[src/rtl/core/gated_greedy_point_tracker_defines.svh]
// Assertion macros shared by the point tracker RTL.
// Included by the controller and datapath files; needs no other file.
`ifndef GATED_GREEDY_POINT_TRACKER_DEFINES_SVH
`define GATED_GREEDY_POINT_TRACKER_DEFINES_SVH

// Same-cycle implication, disabled while reset is asserted.
`define GGPT_ASSERT_IMP(label, clk, rst_n, ante, cons, msg) \
	label: assert property (@(posedge clk) disable iff (!rst_n) (ante) |-> (cons)) \
		else $error(msg);

// Next-cycle implication, disabled while reset is asserted.
`define GGPT_ASSERT_NEXT(label, clk, rst_n, ante, cons, msg) \
	label: assert property (@(posedge clk) disable iff (!rst_n) (ante) |=> (cons)) \
		else $error(msg);

`endif

[src/rtl/core/ggpt_pkg.sv]
// Package of the point tracker: sizes, item and register codes, and the
// command and status structs between controller and datapath. No dependencies.
package ggpt_pkg;

	localparam int NUM_TRACKS    = 20;
	localparam int MAX_KEYPOINTS = 64;

	localparam int TRK_W     = (NUM_TRACKS > 1) ? $clog2(NUM_TRACKS) : 1;
	localparam int TRK_CNT_W = $clog2(NUM_TRACKS + 1);
	localparam int KP_IDX_W  = (MAX_KEYPOINTS > 1) ? $clog2(MAX_KEYPOINTS) : 1;
	localparam int KP_CNT_W  = $clog2(MAX_KEYPOINTS + 1);
	localparam int MM_W      = (TRK_CNT_W > 5) ? TRK_CNT_W : 5;

	localparam int S_DATA_W = 40;
	localparam int M_DATA_W = 80;

	localparam logic [1:0] KIND_INIT      = 2'd0;
	localparam logic [1:0] KIND_KEYPOINT  = 2'd1;
	localparam logic [1:0] KIND_FRAME_END = 2'd2;

	localparam logic [1:0] REG_CROP_X      = 2'd0;
	localparam logic [1:0] REG_CROP_Y      = 2'd1;
	localparam logic [1:0] REG_GATE        = 2'd2;
	localparam logic [1:0] REG_MIN_MATCHES = 2'd3;

	localparam logic [33:0] GATE_RESET        = 34'd102400;
	localparam logic [4:0]  MIN_MATCHES_RESET = 5'd20;

	typedef struct packed {
		logic                init_wr;
		logic                kp_wr;
		logic                frame_start;
		logic                kp_rd;
		logic                sub_en;
		logic                mul_en;
		logic                cmp_en;
		logic                out_load;
		logic                out_last;
		logic                clear_kp;
		logic [TRK_W-1:0]    trk;
		logic [KP_CNT_W-1:0] kp_q;
	} cmd_t;

	typedef struct packed {
		logic q_end;
		logic q_taken;
		logic hit;
		logic out_free;
	} sts_t;

endpackage

[src/rtl/core/ggpt_ctrl.sv]
// Controller of the point tracker: item decode, match sequencing over tracks
// and keypoints, and result emission. Uses ggpt_pkg and the defines header.
`include "gated_greedy_point_tracker_defines.svh"

module ggpt_ctrl (
	input  logic           clk,
	input  logic           arst_n,
	input  logic           s_tvalid,
	output logic           s_tready,
	input  logic [1:0]     kind,
	output ggpt_pkg::cmd_t cmd,
	input  ggpt_pkg::sts_t sts
);

	localparam logic [2:0] ST_IDLE = 3'd0;
	localparam logic [2:0] ST_RD   = 3'd1;
	localparam logic [2:0] ST_SUB  = 3'd2;
	localparam logic [2:0] ST_MUL  = 3'd3;
	localparam logic [2:0] ST_CMP  = 3'd4;
	localparam logic [2:0] ST_EMIT = 3'd5;

	logic [2:0]                    state_q;
	logic [ggpt_pkg::TRK_W-1:0]    trk_q;
	logic [ggpt_pkg::KP_CNT_W-1:0] kpq_q;
	logic                          accept;
	logic                          trk_last;

	assign s_tready = state_q == ST_IDLE;
	assign accept   = s_tvalid && s_tready;
	assign trk_last = trk_q == ggpt_pkg::TRK_W'(ggpt_pkg::NUM_TRACKS - 1);

	always_comb begin
		cmd      = '0;
		cmd.trk  = trk_q;
		cmd.kp_q = kpq_q;
		unique case (state_q)
			ST_IDLE: begin
				if (accept) begin
					case (kind)
						ggpt_pkg::KIND_INIT:      cmd.init_wr     = 1'b1;
						ggpt_pkg::KIND_KEYPOINT:  cmd.kp_wr       = 1'b1;
						ggpt_pkg::KIND_FRAME_END: cmd.frame_start = 1'b1;
						default: ;
					endcase
				end
			end
			ST_RD:  cmd.kp_rd  = !sts.q_end && !sts.q_taken;
			ST_SUB: cmd.sub_en = 1'b1;
			ST_MUL: cmd.mul_en = 1'b1;
			ST_CMP: cmd.cmp_en = 1'b1;
			ST_EMIT: begin
				cmd.out_load = sts.out_free;
				cmd.out_last = trk_last;
				cmd.clear_kp = sts.out_free && trk_last;
			end
			default: ;
		endcase
	end

	always_ff @(posedge clk or negedge arst_n) begin
		if (!arst_n) begin
			state_q <= ST_IDLE;
			trk_q   <= '0;
			kpq_q   <= '0;
		end else begin
			unique case (state_q)
				ST_IDLE: begin
					if (accept && kind == ggpt_pkg::KIND_FRAME_END) begin
						state_q <= ST_RD;
						trk_q   <= '0;
						kpq_q   <= '0;
					end
				end
				ST_RD: begin
					if (sts.q_end) begin
						kpq_q <= '0;
						if (trk_last) begin
							state_q <= ST_EMIT;
							trk_q   <= '0;
						end else begin
							trk_q <= trk_q + 1'b1;
						end
					end else if (sts.q_taken) begin
						kpq_q <= kpq_q + 1'b1;
					end else begin
						state_q <= ST_SUB;
					end
				end
				ST_SUB: state_q <= ST_MUL;
				ST_MUL: state_q <= ST_CMP;
				ST_CMP: begin
					if (sts.hit) begin
						kpq_q <= '0;
						if (trk_last) begin
							state_q <= ST_EMIT;
							trk_q   <= '0;
						end else begin
							state_q <= ST_RD;
							trk_q   <= trk_q + 1'b1;
						end
					end else begin
						state_q <= ST_RD;
						kpq_q   <= kpq_q + 1'b1;
					end
				end
				ST_EMIT: begin
					if (sts.out_free) begin
						if (trk_last) begin
							state_q <= ST_IDLE;
							trk_q   <= '0;
						end else begin
							trk_q <= trk_q + 1'b1;
						end
					end
				end
				default: state_q <= ST_IDLE;
			endcase
		end
	end

	`GGPT_ASSERT_NEXT(a_rd_then_sub, clk, arst_n, cmd.kp_rd, state_q == ST_SUB,
		"read not followed by subtract")
	`GGPT_ASSERT_NEXT(a_emit_done, clk, arst_n, cmd.clear_kp,
		state_q == ST_IDLE && trk_q == '0, "last report did not end the frame")
	`GGPT_ASSERT_IMP(a_scan_bound, clk, arst_n, state_q == ST_SUB || state_q == ST_MUL,
		32'(kpq_q) < 32'(ggpt_pkg::MAX_KEYPOINTS), "keypoint scan beyond store")

endmodule

[config.mk]
export PLATFORM = sky130hd
export DESIGN_NAME = ggpt_ctrl
export DESIGN_NICKNAME = d
export VERILOG_FILES = /design/src/rtl/core/ggpt_pkg.sv /design/src/rtl/core/ggpt_ctrl.sv
export VERILOG_INCLUDE_DIRS = /design/src /design/src/rtl/core
export SDC_FILE = /design/constraint.sdc
export NUM_CORES = 1
export LEC_CHECK = 0
export BUFFER_PORTS_ARGS = -buffer_cell sky130_fd_sc_hd__buf_2
export CAP_MARGIN = 10
export CORE_UTILIZATION = 46
export CTS_CLUSTER_SIZE = 10
export DETAILED_ROUTE_END_ITERATION = 16
export HOLD_SLACK_MARGIN = 0.08
export PLACE_DENSITY = 0.84
export SETUP_SLACK_MARGIN = 0.05
export SLEW_MARGIN = 10
export SYNTH_ARGS = -nofsm -noshare
export SYNTH_HDL_FRONTEND = slang
export SYNTH_SLANG_ARGS = --single-unit
export TNS_END_PERCENT = 30
[constraint.sdc]
create_clock -name clk -period 1.75 [get_ports clk]
set_clock_uncertainty 0.2 [all_clocks]
set_input_delay 0.35 -clock clk [delete_from_list [all_inputs] [get_ports clk]]
set_output_delay 0.35 -clock clk [all_outputs]
set_load 0.05 [all_outputs]
Word level (Yosys, flattened, before mapping). Index checks and enable logic that the tools add are counted.

Add/subtract/negate cells: 2. Equal/unequal tests: 16. Muxes and demuxes: 30. Reductions and logical operators: 13.

Operators with widths (count): 2-to-1 mux 3 bit (11); 2-to-1 mux 7 bit (4); 2-to-1 mux 5 bit (5); case mux 7 bit (3 select lines) (1); case mux 5 bit (4 select lines) (1); case mux 3 bit (6 select lines) (1); AND reduction 5 bit (2); != test 3 bit, second input constant (3); != test 2 bit, second input constant (4); adder 7 x 1 -> 7 bit, second input constant (1); 2-to-1 mux 1 bit (7); == test 3 x 2 -> 1 bit, second input constant (2); == test 3 bit, second input constant (2); adder 5 x 1 -> 5 bit, second input constant (1); == test 5 bit, second input constant (1); logical AND 1 bit (4); nonzero test 4 bit (1); == test 3 x 1 -> 1 bit, second input constant (1); logical NOT 3 bit (1); AND reduction 3 bit (1); nonzero test 3 bit (1); == test 2 x 1 -> 1 bit, second input constant (1); == test 2 bit, second input constant (1); logical NOT 1 bit (2); 2 further kinds (2).

Register bits: 15. Output and inout bits: 23. Logic and storage cells: 64.

Longest topological paths before layout. Gate-level depths: netlist of the first run.

Depth in word-level cells: 5. Gate-level depth with buffers: 6.

Worst setup path after synthesis of the first run. OpenSTA, ideal clock, no wires.

Kind: register to output. Start point: register state_q[0]. End point: output cmd[21] (netlist name). Data arrival time: 3.454 ns. Data required time: 1.200 ns. Path slack: -2.254 ns. Stages on the path, launching flop included: 5. Buffers on the path: 2. Cells stage by stage: dfrtp_1 buf_6 clkbuf_1 nor3_1 nor4bb_1.

RTL lines: start: declaration (RTL line ggpt_ctrl.sv:22) `logic [2:0] state_q;`; start signal: assignment (RTL line ggpt_ctrl.sv:62) `state_q <= ST_IDLE;`; start signal: assignment (RTL line ggpt_ctrl.sv:69) `state_q <= ST_RD;`; start signal: assignment (RTL line ggpt_ctrl.sv:78) `state_q <= ST_EMIT;`; end: declaration (RTL line ggpt_ctrl.sv:11) `output ggpt_pkg::cmd_t cmd,`.

==> out/qor.yml, run 1 <==
status:
  status: "finished, violations left"
  failed_checks: "setup timing"
power_and_ir_drop:
  leakagePower_nw: 0.878
  p_int_mw: 1.66
  combPwrFrac_pct: 75.8
  netSwitchingFraction_pct: 48.5
  irDropWorstVdd_uv: 1530
  p_clk_share_pct: 6.9
  p_seq_share_pct: 17.4
  p_switching_mw: 1.56
  p_per_area_nw_per_um2: 1710
placed_design:
  dpl.hpwl_mm: 2.51
  gp_congestion: 0.867
  dp_cells: 202
  portBuffers: 31
flow_run:
  max_cap_viol_count: 0
cts:
  cts.sinks: 15
  htreeDepth: 1
  cts_buffers: 3
  insertion_delay_ns: 0.31
  cts_tree: "built"
  cts-root-buf: "clkbuf_4"
  clk_path_buf_depth: 2
  cts.clk_slew.worst_paths_ns: 0.10
synth:
  synth_seq_cells: 15
  synth-async-reset-ratio_pct: 100
  yosysUniqueCellTypes: 45
  synthFlopType: "dfrtp_1"
  syn_avg_cell_area_um2: 9.39
  yosysWarnings: 0
  synthesis.area_um2: 1110
  synth_fp_nets: 129
  synth-edff-count: 0
  syn_inst: 118
  ys_seq_area_share_pct: 33.9
drt:
  ant_nets: 0
  vias_per_cell: 6.16
  wire_per_inst_um: 19.3
  drtIter0Drc: 55
  wl_mm: 4.23
  drc: 0
  num_vias: 1349
  dr.pass1.iters: 4
cells_and_area:
  finish.utilization_pct: 84.4
  n_fill_cell: 123
  syn_to_final_growth_pct: 70.0
  diodes: 0
  final_common_cell: "buf_4"
  drive_gt1_share_pct: 58.6
  nets: 203
  instances_no_fill: 219
  layout_common_cells: "buf_4 (34), buf_2 (20), buf_6 (16), nor2_1 (12), dfrtp_1 (11)"
die:
  dieArea_um2: 2610
  coreArea_um2: 2230
  rows: 17
  die_height_um: 51.1
  io_pins: 32
  die_width_um: 51.1
  initial_utilization_pct: 49.6
timing:
  max_slew_margin_pct: 75.2
  rsz0062_at_grt: "true"
  hold_violations: 0
  timing.fmax_mhz: 481
  slew_violations: 0
  tightest_slew_ns: 0.372
  period_needed_ns: 2.08
  timing.final.crit_share_pct: 119
  finalWorstSetupSlack_ns: -0.329
  setup_viol: 25
global_routing:
  grt_pass1_vias: 1332
  grt_overflow: 0
  grt_max_degree: 16
  grt_pass1_wl_mm: 6.22
  antenna_found_initial: 0
  grtUsageTotal_pct: 32.5
setup_path:
  required_ns: 1.20
  end_kind: "output pin"
  crit_path_max_fanout: 4
  crit_arrival_ns: 1.53
  start_kind: "flop"
  worstSetupPathType: "flop to output pin"
min_path:
  hp-class: "primary input to flop"
[flip-flops by register name, indices dropped and copies added, names as in the netlist]
signal / count
state_q: 3
kpq_q: 7
trk_q: 5
[final timing paths]
| path | startpoint | to | slack, ns | cells past startpoint |
|---|---|---|---|---|
| min reg2reg | kpq_q[6] | kpq_q[6] | 0.34 | 1 |
| max reg2reg | state_q[0] | kpq_q[4] | -0.22 | 7 |
| max | state_q[0] | cmd[12] | -0.33 | 5 |
| min in group asynchronous | arst_n | state_q[0] | 0.27 | 2 |
| min | sts[1] | state_q[2] | 0.17 | 3 |
| max in group asynchronous | arst_n | state_q[1] | 0.78 | 2 |
[routing by layer]
layer	track usage [%]	wire length, um
met1	38.6	1610
met2	59.0	2230
met3	6.25	245
met4	8.33	153
met5	0	0
[power by group through the flow]
stage / combinational, mW / clock (mW) / sequential (mW)
2_1_floorplan: 1.13 / 0 / 0.704
4_1_cts: 2.15 / 0.211 / 0.539
3_5_place_dp: 1.90 / 0 / 0.534
3_3_place_gp: 1.84 / 0 / 0.526
5_1_grt: 2.58 / 0.227 / 0.567
6_report: 2.44 / 0.222 / 0.560
[metrics by stage]
| step | total power, mW | setup slack, ns | area, um^2 | hold slack [ns] | setup TNS [ns] |
|---|---|---|---|---|---|
| floorplan | 1.84 | -0.674 | 1210 | -0.146 | -3.29 |
| global placement | 2.36 | -0.0779 | 1560 | 0.0760 | -0.568 |
| detailed placement | 2.43 | -0.106 | 1560 | 0.0843 | -0.962 |
| CTS | 2.90 | -0.268 | 1780 | 0.175 | -3.44 |
| global route | 3.38 | -0.382 | 1880 | 0.191 | -5.95 |
| finish | 3.22 | -0.329 | 1880 | 0.173 | -4.95 |
[kinds of logic after synthesis]
group	Yosys count	share of synthesized area, %
multiplexers	5	4.74
AND/OR/NAND/NOR	47	26.3
adder cells (fa/ha/maj)	2	2.26
AO/OA/AOI/OAI	36	27.3
buffers and inverters	13	5.53
flip-flops	15	33.9
[cell usage after synthesis (3+ instances only)]
library cell	n	area [um^2]
dfrtp_1	15	375
nor2_1	12	45.0
inv_1	7	26.3
o21ai_0	6	30.0
a221o_1	5	50.1
a32o_1	5	50.1
nand3_1	5	25.0
a21oi_1	4	20.0
and3_1	4	25.0
nand2_1	4	15.0
and2_1	3	18.8
mux2i_1	3	30.0
nor3_1	3	15.0
o211ai_1	3	22.5
[worst max-delay path: stages (launching register included)]
cell     delay [ns]
dfrtp_1        0.42
buf_6          0.15
nor2b_4        0.17
and3_4         0.19
and2_4         0.15
buf_8          0.14
[what timing repair did]
item | 4_1_cts | 5_1_grt
hold buffers | 1 | 0
endpoints found under the setup margin | 23 | 26
gates resized for setup | 40 | 16
hold endpoints to repair | 15 | 0
gates cloned | 0 | 1
setup buffers | 7 | 5
pin swaps | 9 | 11
[layout make-up]
type / count / area, um^2 / share of cell area [%]
clock buffers: 4 / 26.3 / 1.39
inverters: 7 / 26.3 / 1.39
multi-input cells: 90 / 811 / 43.0
flip-flops and latches: 15 / 380 / 20.2
well taps: 28 / 35.0 / 1.86
repair buffers: 75 / 606 / 32.1
Power figures use the tool's default switching activity.
==> run 2, diff against run 1 <==
- PLACE_DENSITY: 0.84 -> 0.75
==> out/qor.yml, run 2 (same netlist as run 1, synthesis figures left out) <==
status:
  status: "finished, violations left"  # unchanged
  failed_checks: "setup timing"  # unchanged
flow_run:
  max_cap_viol_count: 0  # unchanged
placed_design:
  portBuffers: 31  # unchanged
  dpl.hpwl_mm: 2.44  # was 2.51 mm
  gp_congestion: 0.851  # was 0.867
  dp_cells: 201  # was 202
  post-place-ws_ns: -0.171  # was -0.106 ns
global_routing:
  antenna_found_initial: 0  # unchanged
  grt_pass1_vias: 1345  # was 1332
  grt_overflow: 0  # unchanged
  grtUsageTotal_pct: 32.8  # was 32.5%
  grt_max_degree: 16  # unchanged
  grt_pass1_wl_mm: 6.30  # was 6.22 mm
timing:
  max_slew_margin_pct: 72.2  # was 75.2%
  tightest_slew_ns: 0.416  # was 0.372 ns
  finalWorstSetupSlack_ns: -0.424  # was -0.329 ns
  hold_violations: 0  # unchanged
  timing.final.crit_share_pct: 124  # was 119%
  rsz0062_at_grt: "true"  # unchanged
  tns_ns: -6.06  # was -4.95 ns
  timing.fmax_mhz: 460  # was 481 MHz
  slew_violations: 0  # unchanged
  holdWs_ns: 0.175  # was 0.173 ns
  period_needed_ns: 2.17  # was 2.08 ns
  setup_viol: 26  # was 25
power_and_ir_drop:
  irDropWorstVdd_uv: 1430  # was 1530 uV
  p_per_area_nw_per_um2: 1740  # was 1710 nW/um^2
  p_switching_mw: 1.62  # was 1.56 mW
  p_seq_share_pct: 17.4  # about the same
  leakagePower_nw: 0.864  # was 0.878 nW
  netSwitchingFraction_pct: 49.9  # was 48.5%
  combPwrFrac_pct: 75.4  # was 75.8%
  p_int_mw: 1.63  # was 1.66 mW
  p_clk_share_pct: 7.1  # was 6.9%
drt:
  vias_per_cell: 6.31  # was 6.16
  drtIter0Drc: 71  # was 55
  wl_mm: 4.58  # was 4.23 mm
  drc: 0  # unchanged
  dr.pass1.iters: 4  # unchanged
  wire_per_inst_um: 21.1  # was 19.3 um
  num_vias: 1369  # was 1349
  ant_nets: 0  # unchanged
die:
  die_height_um: 51.1  # unchanged
  coreArea_um2: 2230  # unchanged
  initial_utilization_pct: 49.6  # unchanged
  dieArea_um2: 2610  # unchanged
  rows: 17  # unchanged
  die_width_um: 51.1  # unchanged
  io_pins: 32  # unchanged
cells_and_area:
  nets: 201  # was 203
  finish.utilization_pct: 83.7  # was 84.4%
  n_fill_cell: 108  # was 123
  syn_to_final_growth_pct: 68.6  # was 70.0%
  layout_common_cells: "buf_4 (34), buf_2 (20), buf_6 (14), nor2_1 (12), dfrtp_1 (10)"  # was buf_4 (34), buf_2 (20), buf_6 (16), nor2_1 (12), dfrtp_1 (11)
  reg_top3: "kpq_q x7, trk_q x5, state_q x3"  # unchanged
  largest_register_ffs: 7  # unchanged
  drive_gt1_share_pct: 59.3  # was 58.6%
  instances_no_fill: 217  # was 219
  final_common_cell: "buf_4"  # unchanged
  diodes: 0  # unchanged
  max_flop_register: "kpq_q"  # unchanged
cts:
  insertion_delay_ns: 0.30  # was 0.31 ns
  cts-root-buf: "clkbuf_4"  # unchanged
  clk_path_buf_depth: 2  # unchanged
  cts_tree: "built"  # unchanged
  htreeDepth: 1  # unchanged
  cts_buffers: 3  # unchanged
  cts.clk_slew.worst_paths_ns: 0.11  # was 0.10 ns
  cts.sinks: 15  # unchanged
setup_path:
  start_kind: "flop"  # unchanged
  crit_arrival_ns: 1.62  # was 1.53 ns
  rr_worst_depth: 7  # unchanged
  crit_path_max_fanout: 5  # was 4
  end_kind: "output pin"  # unchanged
  worstSetupPathType: "flop to output pin"  # unchanged
  required_ns: 1.20  # about the same
min_path:
  worstHoldPathCells: 3  # unchanged
  hp-class: "primary input to flop"  # unchanged
-- run 2: changes by cell type in the layout (fill, tap and decap cells not counted), moves of 2 or more --
| cell | before | now |
|---|---|---|
| a21oi_2 | 1 | 3 |
| a21oi_4 | 2 | 0 |
| buf_6 | 16 | 14 |
| inv_1 | 5 | 7 |
| inv_2 | 2 | 0 |
| or3b_1 | 0 | 2 |
| or3b_4 | 2 | 0 |
-- run 2: power groups by stage --
stage                     combinational, mW  sequential [mW]  clock (mW)
after global routing                   2.57            0.573       0.240
after floorplan                        1.13            0.704           0
after detailed placement               1.85            0.555           0
final                                  2.46            0.568       0.232
after CTS                              2.12            0.547       0.220
after global placement                 1.79            0.548           0
-- run 2: metrics by stage --
stage	instance area, um^2	power, mW
after floorplan	1210	1.84
after global placement	1560	2.34
after detailed placement	1560	2.40
after CTS	1780	2.88
after global routing	1870	3.38
final	1870	3.26
-- run 2: per-layer routing --
layer,vias up,global-route usage [%],part of all wire [%]
met3,28,5.06,5.4
li1,594,-,-
met5,-,0,0
met4,0,14.8,5.7
met2,85,61.4,51
met1,662,35.6,38
-- run 2: timing repair --
| item | in CTS | in global routing |
|---|---|---|
| pin swaps | 5 | 3 |
| buffers inserted | 7 | 4 |
| hold buffers | 1 | 0 |
| resized for setup | 39 | 14 |
| endpoints found under the setup margin | 25 | 27 |
| endpoints found under the hold margin | 15 | 0 |
-- run 2: path summary, 6_finish.rpt --
check	start	to	slack [ns]
hold reg to reg	kpq_q[6]	kpq_q[6]	0.34
setup / recovery	state_q[2]	cmd[21]	-0.42
setup reg to reg	state_q[0]	trk_q[3]	-0.28
min in group asynchronous	arst_n	kpq_q[5]	0.28
hold / removal	sts[1]	state_q[2]	0.18
max in group asynchronous	arst_n	state_q[2]	0.78
-- run 2: layout make-up --
type	count	area [um^2]	area share [%]
multi-input cells	90	816	43.6
repair buffers	73	583	31.2
flip-flops and latches	15	382	20.4
well taps	28	35.0	1.87
inverters	7	26.3	1.41
clock buffers	3	22.5	1.20
clock inverters	1	5.00	0.268
-- run 2: critical path, cell delays in order (launching register included) --
cell and delay, ns:
dfrtp_2 0.48, nor3_4 0.29, nor4bb_4 0.34, buf_6 0.21
